`config.mk`:
```
export PLATFORM = sky130hd
export DESIGN_NAME = shower_valve_timer_controller_unit_flat
export DESIGN_NICKNAME = d
export VERILOG_FILES = /design/src/svt_pkg.sv /design/src/svt_if.sv /design/src/shower_valve_timer_controller_unit.sv /design/src/flat_wrapper.sv
export SDC_FILE = /design/constraint.sdc
export NUM_CORES = 1
export LEC_CHECK = 0
export BUFFER_PORTS_ARGS = -buffer_cell sky130_fd_sc_hd__buf_2
export CORE_UTILIZATION = 55
export DETAILED_ROUTE_END_ITERATION = 12
export GPL_TIMING_DRIVEN = 0
export PLACE_DENSITY = 0.7
export SETUP_SLACK_MARGIN = 0.4
export SYNTH_ARGS = -nofsm -noshare
export SYNTH_HDL_FRONTEND = slang
export SYNTH_SLANG_ARGS = --single-unit
```
`constraint.sdc`:
```
create_clock -name clk -period 14.12 [get_ports clk]
set_clock_uncertainty 0.15 [all_clocks]
set_input_delay 0.706 -clock clk [delete_from_list [all_inputs] [get_ports clk]]
set_output_delay 0.706 -clock clk [all_outputs]
set_load 0.005 [all_outputs]
```
`src/svt_pkg.sv`:
```
// ----------------------------------------------------------------------------
// svt_pkg
// Shared widths, constants and helpers for the shower valve timer controller.
// ----------------------------------------------------------------------------
package svt_pkg;

  localparam int PULSE_W    = 8;
  localparam int ELAPSED_W  = 16;
  localparam int WATCH_W    = 32;
  localparam int MINUTES_W  = 8;
  // 255 minutes * 60000 ms fits in 24 bits
  localparam int LIMIT_W    = 24;
  localparam int CFG_IDX_W  = 2;
  localparam int CFG_DATA_W = 8;
  localparam int RUN_W      = 3;

  // Configuration register indexes
  localparam logic [CFG_IDX_W-1:0] CFG_SHOWER_MIN  = 2'd0;
  localparam logic [CFG_IDX_W-1:0] CFG_SHUTOFF_MIN = 2'd1;

  // Bit positions in the run flags
  localparam int RUN_FLOW   = 0;
  localparam int RUN_PAUSE  = 1;
  localparam int RUN_CLOSED = 2;

  localparam logic [LIMIT_W-1:0] MS_PER_MIN     = LIMIT_W'(60000);
  localparam logic [WATCH_W-1:0] SHORT_FLOW_MS  = WATCH_W'(60000);
  localparam logic [WATCH_W-1:0] SHORT_PAUSE_MS = WATCH_W'(120000);

  localparam logic [MINUTES_W-1:0] SHOWER_MIN_RST  = MINUTES_W'(10);
  localparam logic [MINUTES_W-1:0] SHUTOFF_MIN_RST = MINUTES_W'(5);

  typedef logic [RUN_W-1:0]   run_flags_t;
  typedef logic [WATCH_W-1:0] watch_t;
  typedef logic [LIMIT_W-1:0] limit_t;

  // Minutes to milliseconds
  function automatic limit_t minutes_to_ms(input logic [MINUTES_W-1:0] minutes);
    return LIMIT_W'(minutes) * MS_PER_MIN;
  endfunction

  // Saturating stopwatch advance
  function automatic watch_t sat_add(input watch_t a, input logic [ELAPSED_W-1:0] b);
    logic [WATCH_W:0] sum;
    sum = {1'b0, a} + (WATCH_W + 1)'(b);
    return sum[WATCH_W] ? '1 : sum[WATCH_W-1:0];
  endfunction

endpackage

```
`src/svt_if.sv`:
```
// ----------------------------------------------------------------------------
// svt_in_if / svt_out_if
// Valid/ready channels for monitoring ticks and controller results.
// ----------------------------------------------------------------------------
interface svt_in_if;
  import svt_pkg::*;

  logic                 valid;
  logic                 ready;
  logic [PULSE_W-1:0]   pulse_count;
  logic [ELAPSED_W-1:0] elapsed_ms;

  modport source (output valid, output pulse_count, output elapsed_ms, input ready);
  modport sink   (input valid, input pulse_count, input elapsed_ms, output ready);
endinterface

interface svt_out_if;
  import svt_pkg::*;

  logic               valid;
  logic               ready;
  logic               valve_closed;
  logic               flowing;
  logic               paused;
  logic               closed_waiting;
  logic [WATCH_W-1:0] flow_ms;

  modport source (output valid, output valve_closed, output flowing, output paused,
                  output closed_waiting, output flow_ms, input ready);
  modport sink   (input valid, input valve_closed, input flowing, input paused,
                  input closed_waiting, input flow_ms, output ready);
endinterface

```
`src/shower_valve_timer_controller_unit.sv`:
```
// ----------------------------------------------------------------------------
// shower_valve_timer_controller_unit
// Shower time limiter: flow, pause and closed-valve stopwatches per tick.
// ----------------------------------------------------------------------------
// Each request on in_if is one monitoring tick (flow pulses, elapsed ms). The
// tick is captured in an input register; once the output register is free
// or being emptied, the three stopwatches advance, the start/pause/resume and
// limit rules are applied in one pass of logic, the state updates and the
// result lands in the output register, from which it is offered on out_if.
// One tick per cycle is sustained while out_if is ready; the state update
// for each tick completes before the next tick is processed.
// When out_if stalls, the output register holds its result and the input
// register holds one more tick; in_if.ready drops only when both are full.
// cfg_we writes shower or shutoff minutes (index 0 or 1, others ignored);
// a write also clears and stops all watches and keeps the valve state.
// Reset (rst_n low, synchronous) restores 10 and 5 minutes, stops and clears
// all watches, opens the valve and empties both registers.
// ----------------------------------------------------------------------------
module shower_valve_timer_controller_unit (
  input  logic                           clk,
  input  logic                           rst_n,
  input  logic                           cfg_we,
  input  logic [svt_pkg::CFG_IDX_W-1:0]  cfg_index,
  input  logic [svt_pkg::CFG_DATA_W-1:0] cfg_data,
  svt_in_if.sink                         in_if,
  svt_out_if.source                      out_if
);
  import svt_pkg::*;

  // Limits and state
  limit_t     shower_lim_r;
  limit_t     shutoff_lim_r;
  watch_t     flow_watch_r;
  watch_t     pause_watch_r;
  watch_t     closed_watch_r;
  run_flags_t run_r;
  logic       valve_r;

  // Input register
  logic                 in_valid_r;
  logic [PULSE_W-1:0]   pulse_r;
  logic [ELAPSED_W-1:0] elapsed_r;

  // Output register
  logic   out_valid_r;
  logic   out_valve_r;
  logic   out_flowing_r;
  logic   out_paused_r;
  logic   out_closed_r;
  watch_t out_flow_ms_r;

  logic advance;
  logic in_fire;

  watch_t     flow_watch_nxt;
  watch_t     pause_watch_nxt;
  watch_t     closed_watch_nxt;
  run_flags_t run_nxt;
  logic       valve_nxt;

  assign advance     = in_valid_r && (!out_valid_r || out_if.ready);
  assign in_if.ready = !in_valid_r || advance;
  assign in_fire     = in_if.valid && in_if.ready;

  always_comb begin
    logic flow;
    flow = (pulse_r != '0);

    flow_watch_nxt   = run_r[RUN_FLOW]   ? sat_add(flow_watch_r, elapsed_r)   : flow_watch_r;
    pause_watch_nxt  = run_r[RUN_PAUSE]  ? sat_add(pause_watch_r, elapsed_r)  : pause_watch_r;
    closed_watch_nxt = run_r[RUN_CLOSED] ? sat_add(closed_watch_r, elapsed_r) : closed_watch_r;
    run_nxt          = run_r;
    valve_nxt        = valve_r;

    // Start, pause, resume
    if (flow && run_nxt == '0) begin
      flow_watch_nxt    = '0;
      run_nxt[RUN_FLOW] = 1'b1;
    end else if (!flow && run_nxt[RUN_FLOW]) begin
      run_nxt[RUN_FLOW]  = 1'b0;
      run_nxt[RUN_PAUSE] = 1'b1;
    end else if (flow && run_nxt[RUN_PAUSE] && flow_watch_nxt != '0) begin
      run_nxt[RUN_FLOW]  = 1'b1;
      run_nxt[RUN_PAUSE] = 1'b0;
    end

    // Limits
    if (run_nxt[RUN_FLOW]) begin
      if (flow_watch_nxt >= WATCH_W'(shower_lim_r) && !valve_r) begin
        flow_watch_nxt   = '0;
        pause_watch_nxt  = '0;
        closed_watch_nxt = '0;
        run_nxt          = '0;
        run_nxt[RUN_CLOSED] = 1'b1;
        valve_nxt        = 1'b1;
      end
    end else if (run_nxt[RUN_PAUSE]) begin
      if ((pause_watch_nxt >= WATCH_W'(shutoff_lim_r) && !valve_r) ||
          (flow_watch_nxt <= SHORT_FLOW_MS && pause_watch_nxt >= SHORT_PAUSE_MS && !flow)) begin
        flow_watch_nxt   = '0;
        pause_watch_nxt  = '0;
        closed_watch_nxt = '0;
        run_nxt          = '0;
      end
    end else if (run_nxt[RUN_CLOSED]) begin
      if (closed_watch_nxt >= WATCH_W'(shutoff_lim_r) && valve_r) begin
        flow_watch_nxt   = '0;
        pause_watch_nxt  = '0;
        closed_watch_nxt = '0;
        run_nxt          = '0;
        valve_nxt        = 1'b0;
      end
    end
  end

  // Control and state
  always_ff @(posedge clk) begin
    if (!rst_n) begin
      shower_lim_r   <= minutes_to_ms(SHOWER_MIN_RST);
      shutoff_lim_r  <= minutes_to_ms(SHUTOFF_MIN_RST);
      flow_watch_r   <= '0;
      pause_watch_r  <= '0;
      closed_watch_r <= '0;
      run_r          <= '0;
      valve_r        <= 1'b0;
      in_valid_r     <= 1'b0;
      out_valid_r    <= 1'b0;
    end else begin
      if (cfg_we && (cfg_index == CFG_SHOWER_MIN || cfg_index == CFG_SHUTOFF_MIN)) begin
        unique case (cfg_index)
          CFG_SHOWER_MIN:  shower_lim_r  <= minutes_to_ms(cfg_data);
          CFG_SHUTOFF_MIN: shutoff_lim_r <= minutes_to_ms(cfg_data);
          default: ;
        endcase
        flow_watch_r   <= '0;
        pause_watch_r  <= '0;
        closed_watch_r <= '0;
        run_r          <= '0;
      end else if (advance) begin
        flow_watch_r   <= flow_watch_nxt;
        pause_watch_r  <= pause_watch_nxt;
        closed_watch_r <= closed_watch_nxt;
        run_r          <= run_nxt;
        valve_r        <= valve_nxt;
      end

      if (in_fire) begin
        in_valid_r <= 1'b1;
      end else if (advance) begin
        in_valid_r <= 1'b0;
      end

      if (advance) begin
        out_valid_r <= 1'b1;
      end else if (out_if.ready) begin
        out_valid_r <= 1'b0;
      end
    end
  end

  // Payload
  always_ff @(posedge clk) begin
    if (in_fire) begin
      pulse_r   <= in_if.pulse_count;
      elapsed_r <= in_if.elapsed_ms;
    end
    if (advance) begin
      out_valve_r   <= valve_nxt;
      out_flowing_r <= run_nxt[RUN_FLOW];
      out_paused_r  <= run_nxt[RUN_PAUSE];
      out_closed_r  <= run_nxt[RUN_CLOSED];
      out_flow_ms_r <= flow_watch_nxt;
    end
  end

  assign out_if.valid          = out_valid_r;
  assign out_if.valve_closed   = out_valve_r;
  assign out_if.flowing        = out_flowing_r;
  assign out_if.paused         = out_paused_r;
  assign out_if.closed_waiting = out_closed_r;
  assign out_if.flow_ms        = out_flow_ms_r;

  // Closed-valve watch runs only while the valve is closed
  a_closed_needs_valve: assert property (@(posedge clk) disable iff (!rst_n)
    run_r[RUN_CLOSED] |-> valve_r)
    else $error("closed watch running with valve open");

  // Closed-valve watch runs alone
  a_closed_alone: assert property (@(posedge clk) disable iff (!rst_n)
    out_valid_r && out_closed_r |-> !out_flowing_r && !out_paused_r)
    else $error("closed watch running together with flow or pause");

  // An empty output register never blocks a new tick
  a_ready_when_empty: assert property (@(posedge clk) disable iff (!rst_n)
    !out_valid_r |-> in_if.ready)
    else $error("input stalled with empty output register");

  // A tick that moves on always produces a result
  a_advance_gives_result: assert property (@(posedge clk) disable iff (!rst_n)
    advance |=> out_valid_r)
    else $error("processed tick produced no result");

endmodule
```
`src/flat_wrapper.sv`:
```
// flat-port wrapper written by rule: the top's interface ports become plain ports
module shower_valve_timer_controller_unit_flat import svt_pkg::*;
  (clk, rst_n, cfg_we, cfg_index, cfg_data, in_if_valid, in_if_pulse_count, in_if_elapsed_ms, in_if_ready, out_if_valid, out_if_valve_closed, out_if_flowing, out_if_paused, out_if_closed_waiting, out_if_flow_ms, out_if_ready);
  svt_in_if in_if_i ();
  svt_out_if out_if_i ();
  input  logic clk;
  input  logic rst_n;
  input  logic cfg_we;
  input  logic [svt_pkg::CFG_IDX_W-1:0] cfg_index;
  input  logic [svt_pkg::CFG_DATA_W-1:0] cfg_data;
  input wire logic [$bits(in_if_i.valid)-1:0] in_if_valid;
  input wire logic [$bits(in_if_i.pulse_count)-1:0] in_if_pulse_count;
  input wire logic [$bits(in_if_i.elapsed_ms)-1:0] in_if_elapsed_ms;
  output wire logic [$bits(in_if_i.ready)-1:0] in_if_ready;
  output wire logic [$bits(out_if_i.valid)-1:0] out_if_valid;
  output wire logic [$bits(out_if_i.valve_closed)-1:0] out_if_valve_closed;
  output wire logic [$bits(out_if_i.flowing)-1:0] out_if_flowing;
  output wire logic [$bits(out_if_i.paused)-1:0] out_if_paused;
  output wire logic [$bits(out_if_i.closed_waiting)-1:0] out_if_closed_waiting;
  output wire logic [$bits(out_if_i.flow_ms)-1:0] out_if_flow_ms;
  input wire logic [$bits(out_if_i.ready)-1:0] out_if_ready;
  assign in_if_i.valid = in_if_valid;
  assign in_if_i.pulse_count = in_if_pulse_count;
  assign in_if_i.elapsed_ms = in_if_elapsed_ms;
  assign in_if_ready = in_if_i.ready;
  assign out_if_valid = out_if_i.valid;
  assign out_if_valve_closed = out_if_i.valve_closed;
  assign out_if_flowing = out_if_i.flowing;
  assign out_if_paused = out_if_i.paused;
  assign out_if_closed_waiting = out_if_i.closed_waiting;
  assign out_if_flow_ms = out_if_i.flow_ms;
  assign out_if_i.ready = out_if_ready;
  shower_valve_timer_controller_unit u_core (.clk(clk), .rst_n(rst_n), .cfg_we(cfg_we), .cfg_index(cfg_index), .cfg_data(cfg_data), .in_if(in_if_i), .out_if(out_if_i));
endmodule
```
==> results of run 1 <==
-- registers in the layout (all words and copies together) (netlist names), 3 cells and up --
signal	count
u_core.closed_watch_r	32
u_core.flow_watch_r	32
u_core.out_if.flow_ms	32
u_core.pause_watch_r	32
u_core.shower_lim_r	19
u_core.shutoff_lim_r	19
u_core.elapsed_r	16
u_core.pulse_r	8
u_core.run_r	3
-- critical path, cell delays in order (launching register included) --
cell and delay [ns]:
edfxtp_1 0.59, ha_1 0.31, inv_1 0.07, fa_1 0.20, nor2b_1 0.07, o31a_1 0.29
o41ai_1 0.53, o21ai_0 0.34, a21oi_1 0.41, nand2_1 0.32, o22a_1 0.31, ha_1 0.30
a21o_1 0.18, a21o_1 0.16, a21oi_1 0.17, a21oi_1 0.09, o31ai_1 0.44, o211a_1 0.26
nand3_1 0.07, a221o_1 0.39, o211ai_1 0.33, a21o_4 0.25, nor2_1 0.19, nor2_1 0.33
-- cells in the final DEF (no fill, tap or decap), drive strengths merged, types with 14 or more instances in the layout --
cell / n
nor2: 174
nand2: 167
ha: 155
dfxtp: 140
inv: 139
buf: 116
o21ai: 112
a21oi: 99
clkbuf: 75
nand3: 73
edfxtp: 60
nor3: 53
a32o: 47
xnor2: 45
a21o: 42
o211ai: 42
nand4: 41
a211oi: 38
and2: 30
o21a: 27
fa: 25
a31oi: 23
and3: 20
xor2: 20
nor2b: 20
or2: 15
nor4: 14
a21boi: 14
-- worst max path at each step --
stage	slack (ns)	from	cells past startpoint	endpoint
after floorplan	8.88	u_core.elapsed_r[0]$_DFFE_PP_	27	u_core.out_if.flow_ms[21]$_DFFE_PP_
after global placement	7.27	u_core.run_r[0]$_SDFFE_PP0P_	20	u_core.closed_watch_r[3]$_SDFFE_PP0P_
after detailed placement	7.36	u_core.elapsed_r[1]$_DFFE_PP_	25	u_core.closed_watch_r[4]$_SDFFE_PP0P_
after CTS	7.34	u_core.elapsed_r[1]$_DFFE_PP_	25	u_core.closed_watch_r[4]$_SDFFE_PP0P_
after global routing	6.76	u_core.elapsed_r[1]$_DFFE_PP_	24	u_core.out_if.flow_ms[7]$_DFFE_PP_
final	7.14	u_core.elapsed_r[0]$_DFFE_PP_	23	u_core.out_if.flow_ms[7]$_DFFE_PP_
-- power by group through the flow --
| stage | logic [mW] | clock network [mW] | registers [mW] |
|---|---|---|---|
| 2_1_floorplan | 0.279 | 0 | 0.635 |
| 3_3_place_gp | 0.388 | 0 | 0.643 |
| 3_5_place_dp | 0.395 | 0 | 0.643 |
| 4_1_cts | 0.398 | 0.504 | 0.630 |
| 5_1_grt | 0.446 | 0.520 | 0.632 |
| 6_report | 0.401 | 0.502 | 0.631 |
-- metal layers --
metal	part of all wire, %	vias to the layer above	global-route usage, %
met4	3.6	0	14.7
met5	0	-	0
met1	44	7478	50.9
met2	44	744	56.2
met3	8.5	117	5.66
li1	-	7307	-
-- layout make-up --
cell class	instances	area, sq um
timing repair buffer	78	408
inverter	134	503
multi-input combinational	1484	10600
fill	2665	11200
sequential	200	4600
tap	384	480
clock inverter	13	143
clock buffer	19	433
buffer	94	439
-- cells by family after synthesis --
logic type	after synthesis	share of synthesized area, %
AO/OA/AOI/OAI	575	26.5
AND/OR/NAND/NOR	654	20.0
XOR/XNOR	65	3.52
multiplexers	10	0.626
adder cells (fa/ha/maj)	180	15.1
flip-flops	200	28.5
buffers and inverters	228	5.81
-- stage by stage --
| step | utilization (%) | hold slack (ns) |
|---|---|---|
| 2_1_floorplan | - | 0.292 |
| 3_3_place_gp | 59.1 | 0.303 |
| 3_5_place_dp | 59.2 | 0.311 |
| 4_1_cts | 61.2 | 0.254 |
| 5_1_grt | 61.2 | 0.256 |
| 6_report | 61.2 | 0.263 |
==> metrics.cfg, run 1 <==
[finish]
stdcell_area_sq_um = 17700
diodes = 0
drive_gt1_share_pct = 10.8
nets = 2228
area_growth_pct = 9.09
fin_cells = 2406

[drt]
wirelength_mm = 55.0
drt-initial-drc-count = 1531
ant_nets = 0
drc = 0
viasPerCell = 6.50
routedWlPerCell_um = 22.9
route.vias.total = 15600
first_pass_iters = 6

[sta]
finalHoldViolCount = 0
tightest_slew_ns = 1.41
setup_viol = 0
rsz0062_at_grt = no
max_freq_mhz = 143
fin_crit_ns = 6.98
setup_tns_ns = 0
period_share_pct = 49.5
drv_slew = 0
finalWorstSetupSlack_ns = 7.14
slew_headroom_pct = 6.26

[clocking]
post_cts_resize_count = 0
cts-root-buf = clkbuf_16
cts_setup_buffers = 0
path_clk_slew_ns = 0.08
ctsHoldBuffers = 0
clk_latency_ns = 0.47
cts.sink_count = 200
numCtsBuffers = 17
htree_levels = 4
tritoncts = done
cts_buffer_depth = 2

[die]
die_height_um = 174
die-width_um = 174
io-pin-count = 77
rows = 62
dieArea_sq_um = 30100
start_util_pct = 56.1
coreArea_sq_um = 28900

[placement]
dpl.cell_count = 2374
dp_slack_ns = 7.36
hpwl_mm = 43.7
port_buffers = 76
placed_area_sq_um = 17100
gp_congestion = 0.986

[hold_path]
hold_start = in_if_elapsed_ms[13]
whs_path_depth = 1
hp-class = in -> reg
min_delay_worst_endpoint = u_core.elapsed_r[13]$_DFFE_PP_

[power]
clkPwrFrac_pct = 32.7
power_frac_comb_pct = 26.1
p_leak_nw = 7.31
p_total_mw = 1.53
p_seq_share_pct = 41.1
ir_drop_v = 0.0000946
internal_power_mw = 1.01
switching_share_pct = 34.1
p_per_area_nw_per_um2 = 86.9
power.net_switching_mw = 0.523

[critical_path]
regToRegStartpoint = u_core.elapsed_r[0]$_DFFE_PP_
crit_type = reg -> reg
cp-start-kind = flip-flop
critPathCaptureType = flip-flop
required_ns = 14.21
crit_fanout = 9
timing.rr.end = u_core.out_if.flow_ms[7]$_DFFE_PP_
rr_worst_depth = 23
reg2reg_slack_ns = 7.14
critPathArrivalTime_ns = 7.07

[global_routing]
grt_max_degree = 32
grt_pass1_vias = 14600
antenna_found_initial = 0
grt.total_usage_pct = 36.5
gr-total-overflow = 0
grt_pass1_wl_mm = 84.2

[logic_synthesis]
synthCells = 1912
synth_fp_nets = 2131
syn_avg_cell_area_sq_um = 8.46
synth.distinct_cells = 108
synth.area.top_cells = dfxtp_1, ha_1, edfxtp_1, nand2_1, nor2_1
synth_largest_area_cell = dfxtp_1
synthArstFlopShare_pct = 0
ys_seq_elements = 200
synthFlopType = dfxtp_1
synth_top_area_share_pct = 17.3
synth_area_sq_um = 16200
synth-edff-count = 60
seq_area_frac_synth_pct = 28.5
yosysWarnings = 0
ys_top_cells_by_count = nand2_1, nor2_1, ha_1, dfxtp_1, inv_1

[run]
maxCapViolCount = 0

[outcome]
status = completed

(Power assumes the default switching activity.)
==> inputs of run 2 (changes only) <==
Clock period 14.12 ns to 6.55 ns, I/O delays scaled along.
==> run 2 against run 1 <==
Against the previous run: first-iteration DRC count grew 0.72%; hold slack worse by 0.21 ns; sequential cell count is the same; largest power group unchanged; clock power rose by 120%; routed wire length rose by 2.7%; worst setup slack worse by 6.6 ns.
==> metrics.cfg, run 2 (synthesis results as in run 1) <==
[critical_path]
required_ns = 6.77
critPathCaptureType = flip-flop
cp-start-kind = flip-flop
max_stage_delay_ns = 0.37
crit_fanout = 5
critPathArrivalTime_ns = 6.21
crit_type = reg -> reg
slowest_stage = a221o_1

[global_routing]
grt_max_degree = 32
antenna_found_initial = 1
gr-total-overflow = 0
grt.total_usage_pct = 37.0
grt_pass1_vias = 14800
grt_pass1_wl_mm = 85.5

[sta]
max_freq_mhz = 167
setup_tns_ns = 0
tightest_slew_ns = 1.38
drv_slew = 0
period_share_pct = 91.5
fin_crit_ns = 6.00
rsz0062_at_grt = yes
setup_viol = 0
finalHoldViolCount = 0
slew_headroom_pct = 7.82

[clocking]
htree_levels = 4
cts.sink_count = 200
numCtsBuffers = 17
cts-root-buf = clkbuf_16
path_clk_slew_ns = 0.07
tritoncts = done
clk_latency_ns = 0.47
cts_buffer_depth = 2

[hold_path]
hp-class = in -> reg

[die]
rows = 62
dieArea_sq_um = 30100
start_util_pct = 56.1
coreArea_sq_um = 28900
io-pin-count = 77
die_height_um = 174
die-width_um = 174

[finish]
final_common_cell = nand2_1
diodes = 0
nets = 2283
nFillCells = 2557
area_growth_pct = 14.5
register_area_sq_um = 4600
drive_gt1_share_pct = 15.0
finish.utilization_pct = 64.2
final_cell_mix = nand2_1, nor2_1, ha_1, dfxtp_1, inv_1
multi_input_area_sq_um = 11000

[drt]
wirelength_mm = 56.5
first_pass_iters = 6
viasPerCell = 6.46
drt-initial-drc-count = 1542
routedWlPerCell_um = 23.0
route.vias.total = 15900
drc = 0
ant_nets = 0

[power]
p_leak_nw = 7.66
ir_drop_v = 0.000204
p_per_area_nw_per_um2 = 180

[outcome]
status = completed

[placement]
hpwl_mm = 43.7
gp_congestion = 0.986
port_buffers = 76

[run]
maxCapViolCount = 0

-- run 2: cell count changes in the layout (fill, tap and decap cells not counted), sizes merged --
| cell | delta |
|---|---|
| clkbuf | +1 |
| buf | +29 |
| dlygate4sd3 | +25 |
-- run 2: per-stage QoR --
stage	hold WS (ns)	cell area, sq um	power [mW]	setup slack, ns	cells
global placement	0.303	17000	2.22	-0.301	2372
global route	0.0685	18500	3.49	0.361	2461
floorplan	0.276	16200	1.97	1.31	1912
finish	0.0534	18500	3.34	0.554	2461
CTS	0.0424	18100	3.33	0.407	2442
detailed placement	0.311	17100	2.24	-0.205	2374
-- run 2: worst max-delay path, delay by kind of cell (launching register included) --
family          cells  cell delay, ns
simple gates        3            0.24
buf+inv             5            0.76
compound gates     17            3.48
xor+xnor            1            0.16
fa+ha+maj           3            0.73
flops               1            0.36
-- run 2: layout make-up --
type	count	area share (%)
timing repair buffer	133	4.90
clock buffer	19	2.34
clock inverter	13	0.770
buffer	94	2.50
tap	384	2.59
sequential	200	24.8
inverter	134	2.71
multi-input combinational	1484	59.3
-- run 2: report_power, final --
group          total [mW]  internal (mW)  switching [mW]  leakage (nW)
clock                1.08          0.539           0.538         0.278
sequential           1.35           1.32          0.0341          1.70
combinational       0.908          0.342           0.566          5.68
-- run 2: metal layers --
layer  vias to the layer above  global-route usage [%]  share of wire, %
met3                       128                    6.69               8.9
met4                         2                    14.8               3.8
met5                         -                       0             0.018
li1                       7412                       -                 -
met1                      7647                    50.5                43
met2                       701                    57.7                44
-- run 2: timing repair --
action,in CTS,in global routing
pin swaps,3,19
setup buffers,11,19
resized for setup,21,78
setup endpoints to repair,132,132
hold endpoints to repair,25,0
hold buffers,25,0
-- run 2: worst paths after layout --
kind                                              start                                endpoint  slack [ns]  cells after the start
setup / recovery          u_core.elapsed_r[0]$_DFFE_PP_  u_core.closed_watch_r[31]$_SDFFE_PP0P_        0.55                     29
hold / removal                              cfg_data[0]     u_core.shower_lim_r[5]$_SDFFE_PN0P_        0.05                      3
setup reg to reg          u_core.elapsed_r[0]$_DFFE_PP_  u_core.closed_watch_r[31]$_SDFFE_PP0P_        0.55                     29
hold reg to reg   u_core.shutoff_lim_r[19]$_SDFFE_PN0P_   u_core.shutoff_lim_r[19]$_SDFFE_PN0P_        0.32                      2
==> inputs of run 3 (changes only) <==
Settings changed: ABC_AREA from default to 1, ABC_CLOCK_PERIOD_IN_PS from default to 6550.
==> run 3 against run 2 <==
Against the previous run: non-clock buffer count is 51 lower; register-to-register slack better by 0.17 ns; combinational power is 27% higher; maximum frequency is 2.9% higher; final cell count is 25% higher; sequential power hardly changed; clock power hardly changed; largest power group unchanged; die area is 3.6% higher; count of clock-buffer cells in the layout is 2 lower; total power is 8.4% higher; core utilization is 1.8 points lower.
==> metrics.cfg, run 3 <==
[outcome]
status = completed

[critical_path]
rr_worst_depth = 30
max_stage_delay_ns = 0.55
required_ns = 6.62
critPathArrivalTime_ns = 5.90
critPathCaptureType = flip-flop
cp-start-kind = flip-flop
reg2reg_slack_ns = 0.72
regToRegStartpoint = u_core.elapsed_r[0]$_DFFE_PP_
timing.rr.end = u_core.out_if.flow_ms[9]$_DFFE_PP_
slowest_stage = edfxtp_1
crit_type = reg -> reg
crit_fanout = 10
critPathMostFrequentCell = nand2_1

[hold_path]
hold_start = rst_n
min_delay_worst_endpoint = u_core.shutoff_lim_r[7]$_SDFFE_PN1P_
whs_path_depth = 2
hp-class = in -> reg

[sta]
rsz0062_at_grt = no
drv_slew = 0
setup_tns_ns = 0
max_freq_mhz = 172
finalHoldViolCount = 0
slew_headroom_pct = 34.7
setup_viol = 0
tightest_slew_ns = 0.976
period_share_pct = 89.0
fin_crit_ns = 5.83

[logic_synthesis]
synth_largest_area_cell = dfxtp_1
ys_top_cells_by_count = nand2_1, inv_1, nor2_1, a21oi_1, ha_1
synthArstFlopShare_pct = 0
yosysMostFrequentCell = nand2_1
seq_area_frac_synth_pct = 27.4
synthFlopType = dfxtp_1
synth.area.top_cells = dfxtp_1, nand2_1, ha_1, edfxtp_1, inv_1
synth-edff-count = 60
synth_fp_nets = 2757
synth_top_area_share_pct = 16.7
synth_area_sq_um = 16800
syn_avg_cell_area_sq_um = 6.61
ys_seq_elements = 200
synthCells = 2538
synth.distinct_cells = 58
yosysWarnings = 0

[die]
die_height_um = 177
io-pin-count = 77
start_util_pct = 56.3
rows = 63
die-width_um = 177
coreArea_sq_um = 29800
dieArea_sq_um = 31200

[clocking]
cts.sink_count = 200
path_clk_slew_ns = 0.08
cts-root-buf = clkbuf_16
cts_buffer_depth = 2
htree_levels = 4
clk_latency_ns = 0.46
numCtsBuffers = 17
tritoncts = done

[drt]
route.vias.total = 16900
wirelength_mm = 53.0
drc = 0
viasPerCell = 5.50
routedWlPerCell_um = 17.3
drt-initial-drc-count = 1204
ant_nets = 0
first_pass_iters = 7

[power]
p_per_area_nw_per_um2 = 195
p_leak_nw = 9.51
ir_drop_v = 0.000206

[finish]
final_common_cell = nand2_1
nFillCells = 2861
final_cell_mix = nand2_1, inv_1, nor2_1, a21oi_1, ha_1
nets = 2883
drive_gt1_share_pct = 8.14
register_area_sq_um = 4600
multi_input_area_sq_um = 10200
area_growth_pct = 10.8
fin_cells = 3068
finish.utilization_pct = 62.4

[placement]
dpl.cell_count = 3004
hpwl_mm = 42.5
port_buffers = 75
gp_congestion = 0.997

[global_routing]
grt_pass1_wl_mm = 82.4
gr-total-overflow = 0
grt.total_usage_pct = 34.2
grt_max_degree = 38
antenna_found_initial = 1
grt_pass1_vias = 15600

[run]
maxCapViolCount = 0

## run 3: changes by cell type after synthesis, sizes merged, moves of 31 or more
cell    before  now
nor2       174  222
inv        133  431
nand3       73  139
a21o        42    1
a21oi       99  212
a211oi      38    7
nand2      167  735
a32o        47    0
## run 3: worst max-delay path: cells and delay by family (launching register included)
kind	cells	cell delay, ns
compound gates	2	0.22
buf+inv	4	0.63
simple gates	21	2.97
fa+ha+maj	3	1.06
flops	1	0.55
## run 3: metal layers
layer	up-vias	track usage, %	share of wire, %	wire length [um]
met3	132	5.58	6.3	3350
met5	-	0	0.025	13
met2	575	56.8	46	24600
met1	7786	43.7	43	22900
met4	2	15.1	4.2	2220
li1	8390	-	-	-
## run 3: logic make-up after synthesis
logic type	Yosys count	share of synthesized area, %
AND/OR/NAND/NOR	1213	30.6
adder cells (fa/ha/maj)	180	14.5
buffers and inverters	503	11.7
XOR/XNOR	47	2.45
AO/OA/AOI/OAI	393	13.1
flip-flops	200	27.4
multiplexers	2	0.119
## run 3: what timing repair did
action	in CTS	in global routing
buffers inserted	0	5
endpoints found under the hold margin	25	0
resized for setup	0	9
setup endpoints to repair	0	127
hold buffers	25	0
## run 3: worst max-delay path by stage
stage	startpoint	to	slack, ns	depth (start not counted)
floorplan	u_core.elapsed_r[0]$_DFFE_PP_	u_core.out_if.flow_ms[16]$_DFFE_PP_	2.21	35
global placement	u_core.elapsed_r[0]$_DFFE_PP_	u_core.out_if.flow_ms[9]$_DFFE_PP_	0.56	35
detailed placement	u_core.elapsed_r[0]$_DFFE_PP_	u_core.out_if.flow_ms[9]$_DFFE_PP_	0.53	35
CTS	u_core.elapsed_r[0]$_DFFE_PP_	u_core.out_if.flow_ms[9]$_DFFE_PP_	0.50	35
global route	u_core.elapsed_r[0]$_DFFE_PP_	u_core.closed_watch_r[16]$_SDFFE_PP0P_	0.40	34
finish	u_core.elapsed_r[0]$_DFFE_PP_	u_core.out_if.flow_ms[9]$_DFFE_PP_	0.72	30
## run 3: layout make-up
type                    instances  share of cell area, %
clock inverters                15                  0.909
clock buffers                  17                   2.29
repair inverters                1                 0.0269
flip-flops and latches        200                   24.8
plain buffers                  70                   1.86
inverters                     433                   8.77
multi-input cells            1835                   55.1
repair buffers                106                   3.68
well taps                     390                   2.63
diodes                          1                 0.0135
## run 3: metrics by stage
stage / instance area [sq um] / hold slack [ns] / setup WS [ns] / power (mW)
final: 18600 / 0.136 / 0.723 / 3.62
after global routing: 18600 / 0.158 / 0.403 / 3.80
after CTS: 18500 / 0.115 / 0.502 / 3.60
after detailed placement: 17700 / 0.312 / 0.529 / 2.50
after global placement: 17600 / 0.305 / 0.561 / 2.48
after floorplan: 16800 / 0.276 / 2.21 / 2.15
## run 3: power breakdown
part	switching, mW	internal [mW]	total [mW]
Combinational	0.762	0.384	1.15
Sequential	0.0423	1.33	1.37
Clock	0.585	0.519	1.10
Total	1.39	2.23	3.62
